===== config.mk =====
export PLATFORM = sky130hd
export DESIGN_NAME = vending_purchase_with_change_unit_flat
export DESIGN_NICKNAME = d
export VERILOG_FILES = /design/src/vpwc_pkg.sv /design/src/vpwc_req_if.sv /design/src/vpwc_rsp_if.sv /design/src/vpwc_datapath.sv /design/src/vpwc_ctrl.sv /design/src/vending_purchase_with_change_unit.sv /design/src/flat_wrapper.sv
export VERILOG_INCLUDE_DIRS = /design/src /design/src/src
export SDC_FILE = /design/constraint.sdc
export NUM_CORES = 2
export LEC_CHECK = 0
export BUFFER_PORTS_ARGS = -buffer_cell sky130_fd_sc_hd__clkbuf_2
export CORE_UTILIZATION = 38
export CTS_CLUSTER_SIZE = 24
export DETAILED_ROUTE_END_ITERATION = 10
export GPL_ROUTABILITY_DRIVEN = 0
export PLACE_DENSITY = 0.52
export SLEW_MARGIN = 30
export SYNTH_ARGS = -nofsm -noshare
export SYNTH_HDL_FRONTEND = slang
export SYNTH_SLANG_ARGS = --single-unit
export TNS_END_PERCENT = 10

===== constraint.sdc =====
create_clock -name clk -period 13.3 [get_ports clk]
set_input_delay 0.665 -clock clk [delete_from_list [all_inputs] [get_ports clk]]
set_output_delay 0.665 -clock clk [all_outputs]
set_load 0.1 [all_outputs]

===== src/vending_purchase_with_change_unit_defines.svh =====
// ----------------------------------------------------------------------------
// Assertion macros for the vending purchase unit
// Clocked property checks that switch off together when NO_ASSERTIONS is set.
// ----------------------------------------------------------------------------
`ifndef VENDING_PURCHASE_WITH_CHANGE_UNIT_DEFINES_SVH
`define VENDING_PURCHASE_WITH_CHANGE_UNIT_DEFINES_SVH

`ifndef NO_ASSERTIONS

// Implication checked in the same cycle, quiet during reset.
`define VPWC_ASSERT(name, prop, msg) \
  name: assert property (@(posedge clk) disable iff (rst) prop) \
    else $error(msg);

// The consequent must hold in the cycle after the antecedent.
`define VPWC_ASSERT_NEXT(name, ante, cons, msg) \
  name: assert property (@(posedge clk) disable iff (rst) (ante) |=> (cons)) \
    else $error(msg);

`else

`define VPWC_ASSERT(name, prop, msg)
`define VPWC_ASSERT_NEXT(name, ante, cons, msg)

`endif

`endif


===== src/vpwc_pkg.sv =====
// ----------------------------------------------------------------------------
// Vending purchase unit package
// Widths, request and status codes, coin tables and the types shared by the
// controller, the datapath and the top level.
// ----------------------------------------------------------------------------
`default_nettype none

package vpwc_pkg;

  localparam int MAX_SLOTS = 26;
  localparam int NUM_COINS = 6;

  localparam int SLOT_W   = 5;
  localparam int IDX_W    = 3;
  localparam int REQ_W    = 2;
  localparam int KEY_W    = 8;
  localparam int INS_W    = 8;
  localparam int PRICE_W  = 16;
  localparam int STOCK_W  = 8;
  localparam int BOX_W    = 16;
  localparam int STATUS_W = 3;
  localparam int TOTAL_W  = 17;
  localparam int REM_W    = 17;
  localparam int VAL_W    = 8;
  localparam int PAY_W    = BOX_W + VAL_W;

  // Division by a coin value is a multiply by a scaled reciprocal. With a
  // 25-bit scale the quotient is exact for every remainder below 2**17.
  localparam int RECIP_SHIFT = 25;
  localparam int RECIP_ONE   = 2 ** RECIP_SHIFT;
  localparam int RECIP_W     = 23;
  localparam int PROD_W      = REM_W + RECIP_W;
  localparam int Q_W         = PROD_W - RECIP_SHIFT;

  localparam int APB_DATA_W = 32;
  localparam int PADDR_W    = 2;
  localparam logic [PADDR_W-1:0] ADDR_SLOTS = 2'd0;
  localparam logic [SLOT_W-1:0]  SLOTS_RESET = 5'd26;

  // Request types.
  localparam logic [REQ_W-1:0] REQ_PURCHASE  = 2'd0;
  localparam logic [REQ_W-1:0] REQ_LOAD_SLOT = 2'd1;
  localparam logic [REQ_W-1:0] REQ_LOAD_BOX  = 2'd2;

  // Result status codes.
  localparam logic [STATUS_W-1:0] ST_SOLD      = 3'd0;
  localparam logic [STATUS_W-1:0] ST_INVALID   = 3'd1;
  localparam logic [STATUS_W-1:0] ST_SOLD_OUT  = 3'd2;
  localparam logic [STATUS_W-1:0] ST_SHORT     = 3'd3;
  localparam logic [STATUS_W-1:0] ST_NO_CHANGE = 3'd4;
  localparam logic [STATUS_W-1:0] ST_LOADED    = 3'd5;

  localparam logic [KEY_W-1:0] KEY_UPPER_A = 8'h41;
  localparam logic [KEY_W-1:0] KEY_UPPER_Z = 8'h5a;
  localparam logic [KEY_W-1:0] KEY_LOWER_A = 8'h61;
  localparam logic [KEY_W-1:0] CASE_OFFSET = 8'h20;

  // Index 0 is the two euro coin, index 5 the five cent coin.
  localparam logic [NUM_COINS-1:0][VAL_W-1:0] COIN_VALUE =
    {8'd5, 8'd10, 8'd20, 8'd50, 8'd100, 8'd200};

  localparam logic [NUM_COINS-1:0][RECIP_W-1:0] COIN_RECIP = {
    RECIP_W'((RECIP_ONE + 4) / 5),
    RECIP_W'((RECIP_ONE + 9) / 10),
    RECIP_W'((RECIP_ONE + 19) / 20),
    RECIP_W'((RECIP_ONE + 49) / 50),
    RECIP_W'((RECIP_ONE + 99) / 100),
    RECIP_W'((RECIP_ONE + 199) / 200)
  };

  typedef struct packed {
    logic [REQ_W-1:0]                  req_type;
    logic [KEY_W-1:0]                  slot_key;
    logic [NUM_COINS-1:0][INS_W-1:0]   coins;
    logic [PRICE_W-1:0]                load_price_cents;
    logic [STOCK_W-1:0]                load_stock;
  } req_t;

  typedef struct packed {
    logic [STATUS_W-1:0]               status;
    logic [NUM_COINS-1:0][BOX_W-1:0]   coins;
  } rsp_t;

  typedef struct packed {
    logic capture;
    logic fetch;
    logic eval;
    logic div;
    logic pay;
    logic settle;
    logic load_out;
  } ctrl_cmd_t;

  typedef struct packed {
    logic go;
    logic last;
    logic out_busy;
  } ctrl_sts_t;

endpackage

`default_nettype wire


===== src/vpwc_req_if.sv =====
// ----------------------------------------------------------------------------
// Request channel
// Valid/ready channel carrying one purchase or load request.
// ----------------------------------------------------------------------------
`default_nettype none

interface vpwc_req_if;
  import vpwc_pkg::*;

  logic                 valid;
  logic                 ready;
  logic [REQ_W-1:0]     req_type;
  logic [KEY_W-1:0]     slot_key;
  logic [INS_W-1:0]     coins_two_euro;
  logic [INS_W-1:0]     coins_one_euro;
  logic [INS_W-1:0]     coins_fifty_cent;
  logic [INS_W-1:0]     coins_twenty_cent;
  logic [INS_W-1:0]     coins_ten_cent;
  logic [INS_W-1:0]     coins_five_cent;
  logic [PRICE_W-1:0]   load_price_cents;
  logic [STOCK_W-1:0]   load_stock;

  modport source (
    output valid, req_type, slot_key, coins_two_euro, coins_one_euro,
           coins_fifty_cent, coins_twenty_cent, coins_ten_cent, coins_five_cent,
           load_price_cents, load_stock,
    input  ready
  );

  modport sink (
    input  valid, req_type, slot_key, coins_two_euro, coins_one_euro,
           coins_fifty_cent, coins_twenty_cent, coins_ten_cent, coins_five_cent,
           load_price_cents, load_stock,
    output ready
  );
endinterface

`default_nettype wire


===== src/vpwc_rsp_if.sv =====
// ----------------------------------------------------------------------------
// Result channel
// Valid/ready channel carrying the status and coin counts of one request.
// ----------------------------------------------------------------------------
`default_nettype none

interface vpwc_rsp_if;
  import vpwc_pkg::*;

  logic                 valid;
  logic                 ready;
  logic [STATUS_W-1:0]  status;
  logic [BOX_W-1:0]     out_two_euro;
  logic [BOX_W-1:0]     out_one_euro;
  logic [BOX_W-1:0]     out_fifty_cent;
  logic [BOX_W-1:0]     out_twenty_cent;
  logic [BOX_W-1:0]     out_ten_cent;
  logic [BOX_W-1:0]     out_five_cent;

  modport source (
    output valid, status, out_two_euro, out_one_euro, out_fifty_cent,
           out_twenty_cent, out_ten_cent, out_five_cent,
    input  ready
  );

  modport sink (
    input  valid, status, out_two_euro, out_one_euro, out_fifty_cent,
           out_twenty_cent, out_ten_cent, out_five_cent,
    output ready
  );
endinterface

`default_nettype wire


===== src/vpwc_datapath.sv =====
// ----------------------------------------------------------------------------
// Vending purchase datapath
// Slot tables, coin box, slot decode, total, greedy change arithmetic and the
// result register, stepped by the controller's commands.
// ----------------------------------------------------------------------------
`default_nettype none

`include "vending_purchase_with_change_unit_defines.svh"

module vpwc_datapath (
  input  logic                      clk,
  input  logic                      rst,
  input  vpwc_pkg::req_t            in_data,
  input  vpwc_pkg::ctrl_cmd_t       cmd,
  output vpwc_pkg::ctrl_sts_t       sts,
  input  logic                      cfg_we,
  input  logic [vpwc_pkg::SLOT_W-1:0] cfg_value,
  output logic [vpwc_pkg::SLOT_W-1:0] slots,
  output vpwc_pkg::rsp_t            out_data,
  output logic                      out_valid,
  input  logic                      out_ready
);
  import vpwc_pkg::*;

  logic [PRICE_W-1:0] price_table [MAX_SLOTS];
  logic [STOCK_W-1:0] stock_table [MAX_SLOTS];
  logic [BOX_W-1:0]   box  [NUM_COINS];
  logic [BOX_W-1:0]   work [NUM_COINS];
  logic [BOX_W-1:0]   paid [NUM_COINS];

  req_t               req_q;
  logic [SLOT_W-1:0]  slot_q;
  logic               slot_ok_q;
  logic [TOTAL_W-1:0] total_q;
  logic [PRICE_W-1:0] price_q;
  logic [STOCK_W-1:0] stock_q;
  logic [STATUS_W-1:0] code_q;
  logic [REM_W-1:0]   rem_q;
  logic [Q_W-1:0]     q_q;
  logic [IDX_W-1:0]   idx_q;

  logic [KEY_W-1:0]   key_fold;
  logic [KEY_W-1:0]   key_off;
  logic [SLOT_W-1:0]  slot_limit;
  logic               dec_ok;
  logic [SLOT_W-1:0]  dec_slot;
  logic [TOTAL_W-1:0] sum;
  logic [STATUS_W-1:0] verdict;
  logic               go;
  logic [PROD_W-1:0]  div_prod;
  logic [BOX_W-1:0]   pay_n;
  logic [PAY_W-1:0]   pay_amt;
  logic               rem_zero;
  logic               load_req;

  // Key decode: upper case folds to lower case, 'a' is slot zero.
  always_comb begin
    key_fold = in_data.slot_key;
    if (in_data.slot_key >= KEY_UPPER_A && in_data.slot_key <= KEY_UPPER_Z) begin
      key_fold = in_data.slot_key + CASE_OFFSET;
    end
    slot_limit = (slots > SLOT_W'(MAX_SLOTS)) ? SLOT_W'(MAX_SLOTS) : slots;
    key_off    = key_fold - KEY_LOWER_A;
    dec_ok     = (key_fold >= KEY_LOWER_A) && (key_off < KEY_W'(slot_limit));
    dec_slot   = dec_ok ? key_off[SLOT_W-1:0] : '0;
  end

  always_comb begin
    sum = '0;
    for (int i = 0; i < NUM_COINS; i++) begin
      sum = sum + TOTAL_W'(req_q.coins[i]) * TOTAL_W'(COIN_VALUE[i]);
    end
  end

  always_comb begin
    go = 1'b0;
    priority if (req_q.req_type == REQ_LOAD_SLOT) begin
      verdict = slot_ok_q ? ST_LOADED : ST_INVALID;
    end else if (req_q.req_type == REQ_LOAD_BOX) begin
      verdict = ST_LOADED;
    end else if (req_q.req_type != REQ_PURCHASE || !slot_ok_q) begin
      verdict = ST_INVALID;
    end else if (stock_q == '0) begin
      verdict = ST_SOLD_OUT;
    end else if (total_q < TOTAL_W'(price_q)) begin
      verdict = ST_SHORT;
    end else begin
      verdict = ST_NO_CHANGE;
      go      = 1'b1;
    end
  end

  assign div_prod = PROD_W'(rem_q) * PROD_W'(COIN_RECIP[idx_q]);
  assign pay_n    = (BOX_W'(q_q) < work[idx_q]) ? BOX_W'(q_q) : work[idx_q];
  assign pay_amt  = PAY_W'(pay_n) * PAY_W'(COIN_VALUE[idx_q]);
  assign rem_zero = (rem_q == '0);
  assign load_req = (req_q.req_type == REQ_LOAD_SLOT) || (req_q.req_type == REQ_LOAD_BOX);

  assign sts.go       = go;
  assign sts.last     = (idx_q == IDX_W'(NUM_COINS - 1));
  assign sts.out_busy = out_valid && !out_ready;

  // Architectural state: configuration, slot tables and the coin box.
  always_ff @(posedge clk) begin
    if (rst) begin
      slots <= SLOTS_RESET;
      for (int s = 0; s < MAX_SLOTS; s++) begin
        price_table[s] <= '0;
        stock_table[s] <= '0;
      end
      for (int i = 0; i < NUM_COINS; i++) begin
        box[i] <= '0;
      end
    end else begin
      if (cfg_we) begin
        slots <= cfg_value;
      end
      if (cmd.eval) begin
        if (req_q.req_type == REQ_LOAD_SLOT && slot_ok_q) begin
          price_table[slot_q] <= req_q.load_price_cents;
          stock_table[slot_q] <= req_q.load_stock;
        end
        if (req_q.req_type == REQ_LOAD_BOX) begin
          for (int i = 0; i < NUM_COINS; i++) begin
            box[i] <= BOX_W'(req_q.coins[i]);
          end
        end
      end
      // The working copy is committed only when the change came out exact,
      // so a failed sale leaves the box as it was.
      if (cmd.settle && rem_zero) begin
        for (int i = 0; i < NUM_COINS; i++) begin
          box[i] <= work[i] - paid[i];
        end
        stock_table[slot_q] <= stock_q - STOCK_W'(1);
      end
    end
  end

  // Per-request working registers.
  always_ff @(posedge clk) begin
    if (cmd.capture) begin
      req_q     <= in_data;
      slot_q    <= dec_slot;
      slot_ok_q <= dec_ok;
    end
    if (cmd.fetch) begin
      total_q <= sum;
      price_q <= price_table[slot_q];
      stock_q <= stock_table[slot_q];
    end
    if (cmd.eval) begin
      code_q <= verdict;
      rem_q  <= REM_W'(total_q - TOTAL_W'(price_q));
      idx_q  <= '0;
      for (int i = 0; i < NUM_COINS; i++) begin
        if ((BOX_W + 1)'(box[i]) + (BOX_W + 1)'(req_q.coins[i]) > (BOX_W + 1)'({BOX_W{1'b1}})) begin
          work[i] <= {BOX_W{1'b1}};
        end else begin
          work[i] <= box[i] + BOX_W'(req_q.coins[i]);
        end
      end
    end
    if (cmd.div) begin
      q_q <= div_prod[RECIP_SHIFT +: Q_W];
    end
    if (cmd.pay) begin
      paid[idx_q] <= pay_n;
      rem_q       <= rem_q - pay_amt[REM_W-1:0];
      idx_q       <= idx_q + IDX_W'(1);
    end
    if (cmd.settle) begin
      code_q <= rem_zero ? ST_SOLD : ST_NO_CHANGE;
    end
    if (cmd.load_out) begin
      out_data.status <= code_q;
      for (int i = 0; i < NUM_COINS; i++) begin
        if (code_q == ST_SOLD) begin
          out_data.coins[i] <= paid[i];
        end else if (load_req) begin
          out_data.coins[i] <= '0;
        end else begin
          out_data.coins[i] <= BOX_W'(req_q.coins[i]);
        end
      end
    end
  end

  always_ff @(posedge clk) begin
    if (rst) begin
      out_valid <= 1'b0;
    end else if (cmd.load_out) begin
      out_valid <= 1'b1;
    end else if (out_ready) begin
      out_valid <= 1'b0;
    end
  end

  `VPWC_ASSERT(a_out_free, cmd.load_out |-> !(out_valid && !out_ready), "result register overwritten before it was taken")
  `VPWC_ASSERT_NEXT(a_out_shown, cmd.load_out, out_valid, "loaded result not presented")
  `VPWC_ASSERT(a_idx_range, (cmd.div || cmd.pay) |-> (idx_q < IDX_W'(NUM_COINS)), "coin index out of range")
  `VPWC_ASSERT(a_sale_stock, (cmd.settle && rem_zero) |-> (stock_q != '0), "sale from an empty slot")

endmodule

`default_nettype wire


===== src/vpwc_ctrl.sv =====
// ----------------------------------------------------------------------------
// Vending purchase controller
// Sequences capture, fetch, evaluation, the six coin change steps, settling and result hand-off.
// ----------------------------------------------------------------------------
`default_nettype none

module vpwc_ctrl (
  input  logic                 clk,
  input  logic                 rst,
  input  logic                 in_valid,
  output logic                 in_ready,
  input  vpwc_pkg::ctrl_sts_t  sts,
  output vpwc_pkg::ctrl_cmd_t  cmd
);
  import vpwc_pkg::*;

  localparam logic [2:0] S_IDLE   = 3'd0;
  localparam logic [2:0] S_FETCH  = 3'd1;
  localparam logic [2:0] S_EVAL   = 3'd2;
  localparam logic [2:0] S_DIV    = 3'd3;
  localparam logic [2:0] S_PAY    = 3'd4;
  localparam logic [2:0] S_SETTLE = 3'd5;
  localparam logic [2:0] S_RESULT = 3'd6;

  logic [2:0] state;
  logic [2:0] state_next;

  always_comb begin
    state_next = state;
    cmd        = '0;
    in_ready   = 1'b0;
    unique case (state)
      S_IDLE: begin
        // No transaction is taken while reset is held.
        in_ready = !rst;
        if (in_valid && !rst) begin
          cmd.capture = 1'b1;
          state_next  = S_FETCH;
        end
      end
      S_FETCH: begin
        cmd.fetch  = 1'b1;
        state_next = S_EVAL;
      end
      S_EVAL: begin
        cmd.eval   = 1'b1;
        state_next = sts.go ? S_DIV : S_RESULT;
      end
      S_DIV: begin
        cmd.div    = 1'b1;
        state_next = S_PAY;
      end
      S_PAY: begin
        cmd.pay    = 1'b1;
        state_next = sts.last ? S_SETTLE : S_DIV;
      end
      S_SETTLE: begin
        cmd.settle = 1'b1;
        state_next = S_RESULT;
      end
      S_RESULT: begin
        // Wait here only while the previous result is still unclaimed.
        if (!sts.out_busy) begin
          cmd.load_out = 1'b1;
          state_next   = S_IDLE;
        end
      end
      default: begin
        state_next = S_IDLE;
      end
    endcase
  end

  always_ff @(posedge clk) begin
    if (rst) begin
      state <= S_IDLE;
    end else begin
      state <= state_next;
    end
  end

endmodule

`default_nettype wire


===== src/vending_purchase_with_change_unit.sv =====
// ----------------------------------------------------------------------------
// Vending purchase unit with greedy change
// Top level: request and result channels, APB register port, controller and
// datapath.
// ----------------------------------------------------------------------------
// Each request yields one result. Purchases that pass the key, stock and
// money checks step through capture, slot fetch and evaluation, then for
// each of the six coin kinds a reciprocal multiply for the quotient and a
// pay step, both through arithmetic shared by all coin kinds, then settle
// and a load of the result register. Loads and refused purchases go from
// evaluation straight to the result load. A finished result sits in its
// own register, so the next request is taken while it waits; the block
// only stalls when a second result is ready before the first has been
// taken. Register slots lives at APB address 0 and resets to 26; the slot
// tables and coin box reset to zero.
`default_nettype none

module vending_purchase_with_change_unit (
  input  logic                            clk,
  input  logic                            rst,
  input  logic                            psel,
  input  logic                            penable,
  input  logic                            pwrite,
  input  logic [vpwc_pkg::PADDR_W-1:0]    paddr,
  input  logic [vpwc_pkg::APB_DATA_W-1:0] pwdata,
  output logic [vpwc_pkg::APB_DATA_W-1:0] prdata,
  output logic                            pready,
  vpwc_req_if.sink                        req,
  vpwc_rsp_if.source                      rsp
);
  import vpwc_pkg::*;

  req_t              in_data;
  rsp_t              out_data;
  ctrl_cmd_t         cmd;
  ctrl_sts_t         sts;
  logic              in_ready;
  logic              out_valid;
  logic              cfg_we;
  logic [SLOT_W-1:0] slots;

  assign pready = 1'b1;
  assign cfg_we = psel && penable && pwrite && (paddr == ADDR_SLOTS);
  assign prdata = (paddr == ADDR_SLOTS) ? APB_DATA_W'(slots) : '0;

  assign in_data.req_type         = req.req_type;
  assign in_data.slot_key         = req.slot_key;
  assign in_data.coins[0]         = req.coins_two_euro;
  assign in_data.coins[1]         = req.coins_one_euro;
  assign in_data.coins[2]         = req.coins_fifty_cent;
  assign in_data.coins[3]         = req.coins_twenty_cent;
  assign in_data.coins[4]         = req.coins_ten_cent;
  assign in_data.coins[5]         = req.coins_five_cent;
  assign in_data.load_price_cents = req.load_price_cents;
  assign in_data.load_stock       = req.load_stock;
  assign req.ready                = in_ready;

  assign rsp.valid           = out_valid;
  assign rsp.status          = out_data.status;
  assign rsp.out_two_euro    = out_data.coins[0];
  assign rsp.out_one_euro    = out_data.coins[1];
  assign rsp.out_fifty_cent  = out_data.coins[2];
  assign rsp.out_twenty_cent = out_data.coins[3];
  assign rsp.out_ten_cent    = out_data.coins[4];
  assign rsp.out_five_cent   = out_data.coins[5];

  vpwc_ctrl u_ctrl (
    .clk      (clk),
    .rst      (rst),
    .in_valid (req.valid),
    .in_ready (in_ready),
    .sts      (sts),
    .cmd      (cmd)
  );

  vpwc_datapath u_datapath (
    .clk       (clk),
    .rst       (rst),
    .in_data   (in_data),
    .cmd       (cmd),
    .sts       (sts),
    .cfg_we    (cfg_we),
    .cfg_value (pwdata[SLOT_W-1:0]),
    .slots     (slots),
    .out_data  (out_data),
    .out_valid (out_valid),
    .out_ready (rsp.ready)
  );

endmodule

`default_nettype wire

===== src/flat_wrapper.sv =====
// flat-port wrapper written by rule: the top's interface ports become plain ports
module vending_purchase_with_change_unit_flat import vpwc_pkg::*;
  (clk, rst, psel, penable, pwrite, paddr, pwdata, prdata, pready, req_valid, req_req_type, req_slot_key, req_coins_two_euro, req_coins_one_euro, req_coins_fifty_cent, req_coins_twenty_cent, req_coins_ten_cent, req_coins_five_cent, req_load_price_cents, req_load_stock, req_ready, rsp_valid, rsp_status, rsp_out_two_euro, rsp_out_one_euro, rsp_out_fifty_cent, rsp_out_twenty_cent, rsp_out_ten_cent, rsp_out_five_cent, rsp_ready);
  vpwc_req_if req_i ();
  vpwc_rsp_if rsp_i ();
  input  logic clk;
  input  logic rst;
  input  logic psel;
  input  logic penable;
  input  logic pwrite;
  input  logic [vpwc_pkg::PADDR_W-1:0] paddr;
  input  logic [vpwc_pkg::APB_DATA_W-1:0] pwdata;
  output logic [vpwc_pkg::APB_DATA_W-1:0] prdata;
  output logic pready;
  input wire logic [$bits(req_i.valid)-1:0] req_valid;
  input wire logic [$bits(req_i.req_type)-1:0] req_req_type;
  input wire logic [$bits(req_i.slot_key)-1:0] req_slot_key;
  input wire logic [$bits(req_i.coins_two_euro)-1:0] req_coins_two_euro;
  input wire logic [$bits(req_i.coins_one_euro)-1:0] req_coins_one_euro;
  input wire logic [$bits(req_i.coins_fifty_cent)-1:0] req_coins_fifty_cent;
  input wire logic [$bits(req_i.coins_twenty_cent)-1:0] req_coins_twenty_cent;
  input wire logic [$bits(req_i.coins_ten_cent)-1:0] req_coins_ten_cent;
  input wire logic [$bits(req_i.coins_five_cent)-1:0] req_coins_five_cent;
  input wire logic [$bits(req_i.load_price_cents)-1:0] req_load_price_cents;
  input wire logic [$bits(req_i.load_stock)-1:0] req_load_stock;
  output wire logic [$bits(req_i.ready)-1:0] req_ready;
  output wire logic [$bits(rsp_i.valid)-1:0] rsp_valid;
  output wire logic [$bits(rsp_i.status)-1:0] rsp_status;
  output wire logic [$bits(rsp_i.out_two_euro)-1:0] rsp_out_two_euro;
  output wire logic [$bits(rsp_i.out_one_euro)-1:0] rsp_out_one_euro;
  output wire logic [$bits(rsp_i.out_fifty_cent)-1:0] rsp_out_fifty_cent;
  output wire logic [$bits(rsp_i.out_twenty_cent)-1:0] rsp_out_twenty_cent;
  output wire logic [$bits(rsp_i.out_ten_cent)-1:0] rsp_out_ten_cent;
  output wire logic [$bits(rsp_i.out_five_cent)-1:0] rsp_out_five_cent;
  input wire logic [$bits(rsp_i.ready)-1:0] rsp_ready;
  assign req_i.valid = req_valid;
  assign req_i.req_type = req_req_type;
  assign req_i.slot_key = req_slot_key;
  assign req_i.coins_two_euro = req_coins_two_euro;
  assign req_i.coins_one_euro = req_coins_one_euro;
  assign req_i.coins_fifty_cent = req_coins_fifty_cent;
  assign req_i.coins_twenty_cent = req_coins_twenty_cent;
  assign req_i.coins_ten_cent = req_coins_ten_cent;
  assign req_i.coins_five_cent = req_coins_five_cent;
  assign req_i.load_price_cents = req_load_price_cents;
  assign req_i.load_stock = req_load_stock;
  assign req_ready = req_i.ready;
  assign rsp_valid = rsp_i.valid;
  assign rsp_status = rsp_i.status;
  assign rsp_out_two_euro = rsp_i.out_two_euro;
  assign rsp_out_one_euro = rsp_i.out_one_euro;
  assign rsp_out_fifty_cent = rsp_i.out_fifty_cent;
  assign rsp_out_twenty_cent = rsp_i.out_twenty_cent;
  assign rsp_out_ten_cent = rsp_i.out_ten_cent;
  assign rsp_out_five_cent = rsp_i.out_five_cent;
  assign rsp_i.ready = rsp_ready;
  vending_purchase_with_change_unit u_core (.clk(clk), .rst(rst), .psel(psel), .penable(penable), .pwrite(pwrite), .paddr(paddr), .pwdata(pwdata), .prdata(prdata), .pready(pready), .req(req_i), .rsp(rsp_i));
endmodule

==> impl_metrics.csv <==
group,metric,value,unit
clocking,htreeDepth,4,
grt,grt_usage,21.2,%
yosys,synth.distinct_cells,75,
grt,grt_max_degree,93,
timing,tns,0,ps
timing,clock_skew,57.2,ps
grt,grt_pass1_vias,53200,
clocking,cts_made_buffers,155,
yosys,syn_inst,6738,
timing,max_slew.worst_pin.slew,1020,ps
floorplanning,num_rows,170,
yosys,avgSynthCellArea,12.2,sq um
grt,antenna_found_initial,9,
timing,slew_viol_final,0,
clocking,postCtsSetupRepairBufs,0,
route,totalWireLength,229000,um
run_status,status,"finished clean",
timing,rsz0062_at_grt,"no",
floorplanning,start_util,38.2,%
final_layout,num-fill-cells,19900,
timing,hold_violations,0,
setup_path,worst-path-max-fanout,32,
timing,min_period,9690,ps
clocking,clock_sinks,1353,
yosys,synth_edf_count,1314,
clocking,post_cts_resized,0,
clocking,clockBufferDepth,3,
final_layout,syn_to_final_growth,12.0,%
setup_path,slowest_delay,740,ps
yosys,ys_warn_count,0,
place,dp_hpwl,161000,um
final_layout,nets,8041,
floorplanning,die_x,467,um
place,placed_area,86600,sq um
timing,fmax,103,MHz
route,drt_iter0_drc,3708,
min_path,hold_depth,1,
timing,relSlewSlack,32.0,%
route,drtPass1Iterations,5,
floorplanning,core-area,215000,sq um
route,via_per_inst,5.11,
final_layout,final_common_cell,"edfxtp_1",
clocking,root_buffer,"clkbuf_16",
final_layout,final_area,91900,sq um
yosys,ys_ff_latch,1353,
place,io_buffer_count,201,
yosys,synth_seq_area_share,49.0,%
grt,grt_pass1_wl,342000,um
setup_path,r2r_cells,29,
final_layout,drive_gt1_share,11.9,%
job,drv_cap,0,
yosys,async_flop_share,0,%
route,wl_per_cell,23.0,um
setup_path,cpMaxStageDelayCell,"mux2i_1",
yosys,synthFlopType,"edfxtp_1",
setup_path,crit_arrival,10150,ps
clocking,holdBufCountCts,25,
floorplanning,die_y,467,um
setup_path,criticalPathCategory,"flop to flop",
floorplanning,die-area,218000,sq um
clocking,worstSkewPairLatency,800,ps
yosys,syn-cell-area,82100,sq um
route,vias,50800,
clocking,cts_tree,"built",
timing,setup_viol,0,
route,detail-route-antenna-nets,0,
setup_path,startpoint_type,"flop",
final_layout,layout_common_cells,"edfxtp_1 (1314), inv_1 (850), nand2_1 (617)",
setup_path,critPathRequiredTime,13770,ps
clocking,clk_pin_slew,60,ps
route,post-route-drc-count,0,
floorplanning,num_io_pins,257,
timing,fin_crit_sh,72.8,%
min_path,hold_class,"primary input to flop",
setup_path,worstSetupEndpointType,"flop",
grt,gr-total-overflow,0,
## logic make-up (layout without fill, tap and decap cells)
kind of cell    Yosys count  count (layout)  share of synthesized area (%)
flops                  1353            1353                           49.0
mux                     236             236                           6.01
xor+xnor                254             254                           2.73
other cells               2              37                        0.00915
compound gates          692             692                           5.38
buf+inv                1171            1498                           5.56
fa+ha+maj               938             938                           18.5
simple gates           2092            2092                           12.7
## path summary, 6_finish.rpt
path	startpoint	slack (ps)	end
hold reg to reg	u_core.u_datapath.code_q[0]$_SDFFCE_PP0P_	440	u_core.u_datapath.out_data[96]$_DFFE_PP_
setup reg to reg	flop	3610	u_core.u_datapath.rem_q[16]$_DFFE_PN_
setup / recovery	flop	3610	u_core.u_datapath.rem_q[16]$_DFFE_PN_
hold / removal	req_coins_one_euro[1]	60	u_core.u_datapath.req_q[33]$_DFFE_PP_
## critical path, delay by kind of cell (launching register included)
kind | cells | cell delay, ps
compound gates | 10 | 3490
xor+xnor | 1 | 250
fa+ha+maj | 6 | 2630
buf+inv | 5 | 840
flops | 1 | 520
mux | 3 | 980
simple gates | 4 | 630
## metrics by stage
stage	worst slack [ps]	util, %	hold WS (ps)	cells
floorplan	5140	-	427	6771
global placement	3850	40.3	487	9628
detailed placement	3580	40.4	476	9635
CTS	3540	42.8	0.435	9935
global route	2860	42.8	9.51	9937
finish	3610	42.8	55.1	9938
## routing by layer
| metal | wire length, um | track usage, % |
|---|---|---|
| met3 | 10300 | 2.68 |
| met2 | 114000 | 36.6 |
| met1 | 97200 | 27.6 |
| met4 | 7190 | 6.59 |
| met5 | 0 | 0 |
## cell type report
class	instances	area, sq um	share of cell area (%)
Tap cell	2838	3550	3.86
Timing Repair Buffer	370	2390	2.61
Sequential cell	1353	40200	43.8
Inverter	853	3200	3.49
Multi-Input combinational cell	4247	37500	40.8
Clock inverter	80	911	0.991
Clock buffer	195	4070	4.43
Antenna cell	2	5.00	0.00545
## state kept, by name, summed over array words and instances (netlist names), named ones only
register	cells
u_core.u_datapath.price_table	512
u_core.u_datapath.stock_table	256
u_core.u_datapath.out_data	99
u_core.u_datapath.box	96
u_core.u_datapath.paid	96
u_core.u_datapath.work	96
u_core.u_datapath.req_q	74
u_core.u_datapath.rem_q	17
u_core.u_datapath.total_q	17
u_core.u_datapath.price_q	16
u_core.u_datapath.q_q	15
u_core.u_datapath.stock_q	8
u_core.u_datapath.slot_q	5
u_core.u_datapath.slots	5
u_core.u_ctrl.state	3
u_core.u_datapath.code_q	3
u_core.u_datapath.idx_q	3
u_core.u_datapath.out_valid	1
u_core.u_datapath.slot_ok_q	1
## cells in the mapped netlist, types with 8 or more instances
library cell	count	area share, %
xnor2_1	146	1.6
nand2_1	618	2.8
fa_1	464	11
o21ai_0	173	1.1
nand3_1	49	0.30
mux2i_1	30	0.37
o21a_1	25	0.23
a21boi_0	11	0.10
buf_4	28	0.26
edfxtp_1	1314	48
nor2_1	413	1.9
dfxtp_1	39	0.95
and3_1	28	0.21
buf_1	35	0.16
a21oi_1	164	1.0
buf_2	25	0.15
a21oi_2	9	0.096
or3_1	10	0.076
nor4_1	11	0.084
o21bai_1	37	0.34
mux4_2	204	5.6
a22oi_1	96	0.88
a211oi_1	9	0.082
nor3b_1	16	0.15
nor3_1	57	0.35
a21o_1	50	0.46
nand4_1	42	0.32
a31oi_1	16	0.12
or2_2	37	0.28
nand2b_1	94	0.72
inv_1	851	3.9
clkbuf_1	227	1.0
o31ai_1	28	0.26
nor2b_1	78	0.59
ha_1	474	7.2
o211ai_1	14	0.13
xor2_1	107	1.1
o2111ai_1	8	0.085
and2_1	613	4.7
Power is left out: the tool's default activity adds up to more than one toggle a clock period on the data nets, which glitch-free logic cannot reach.
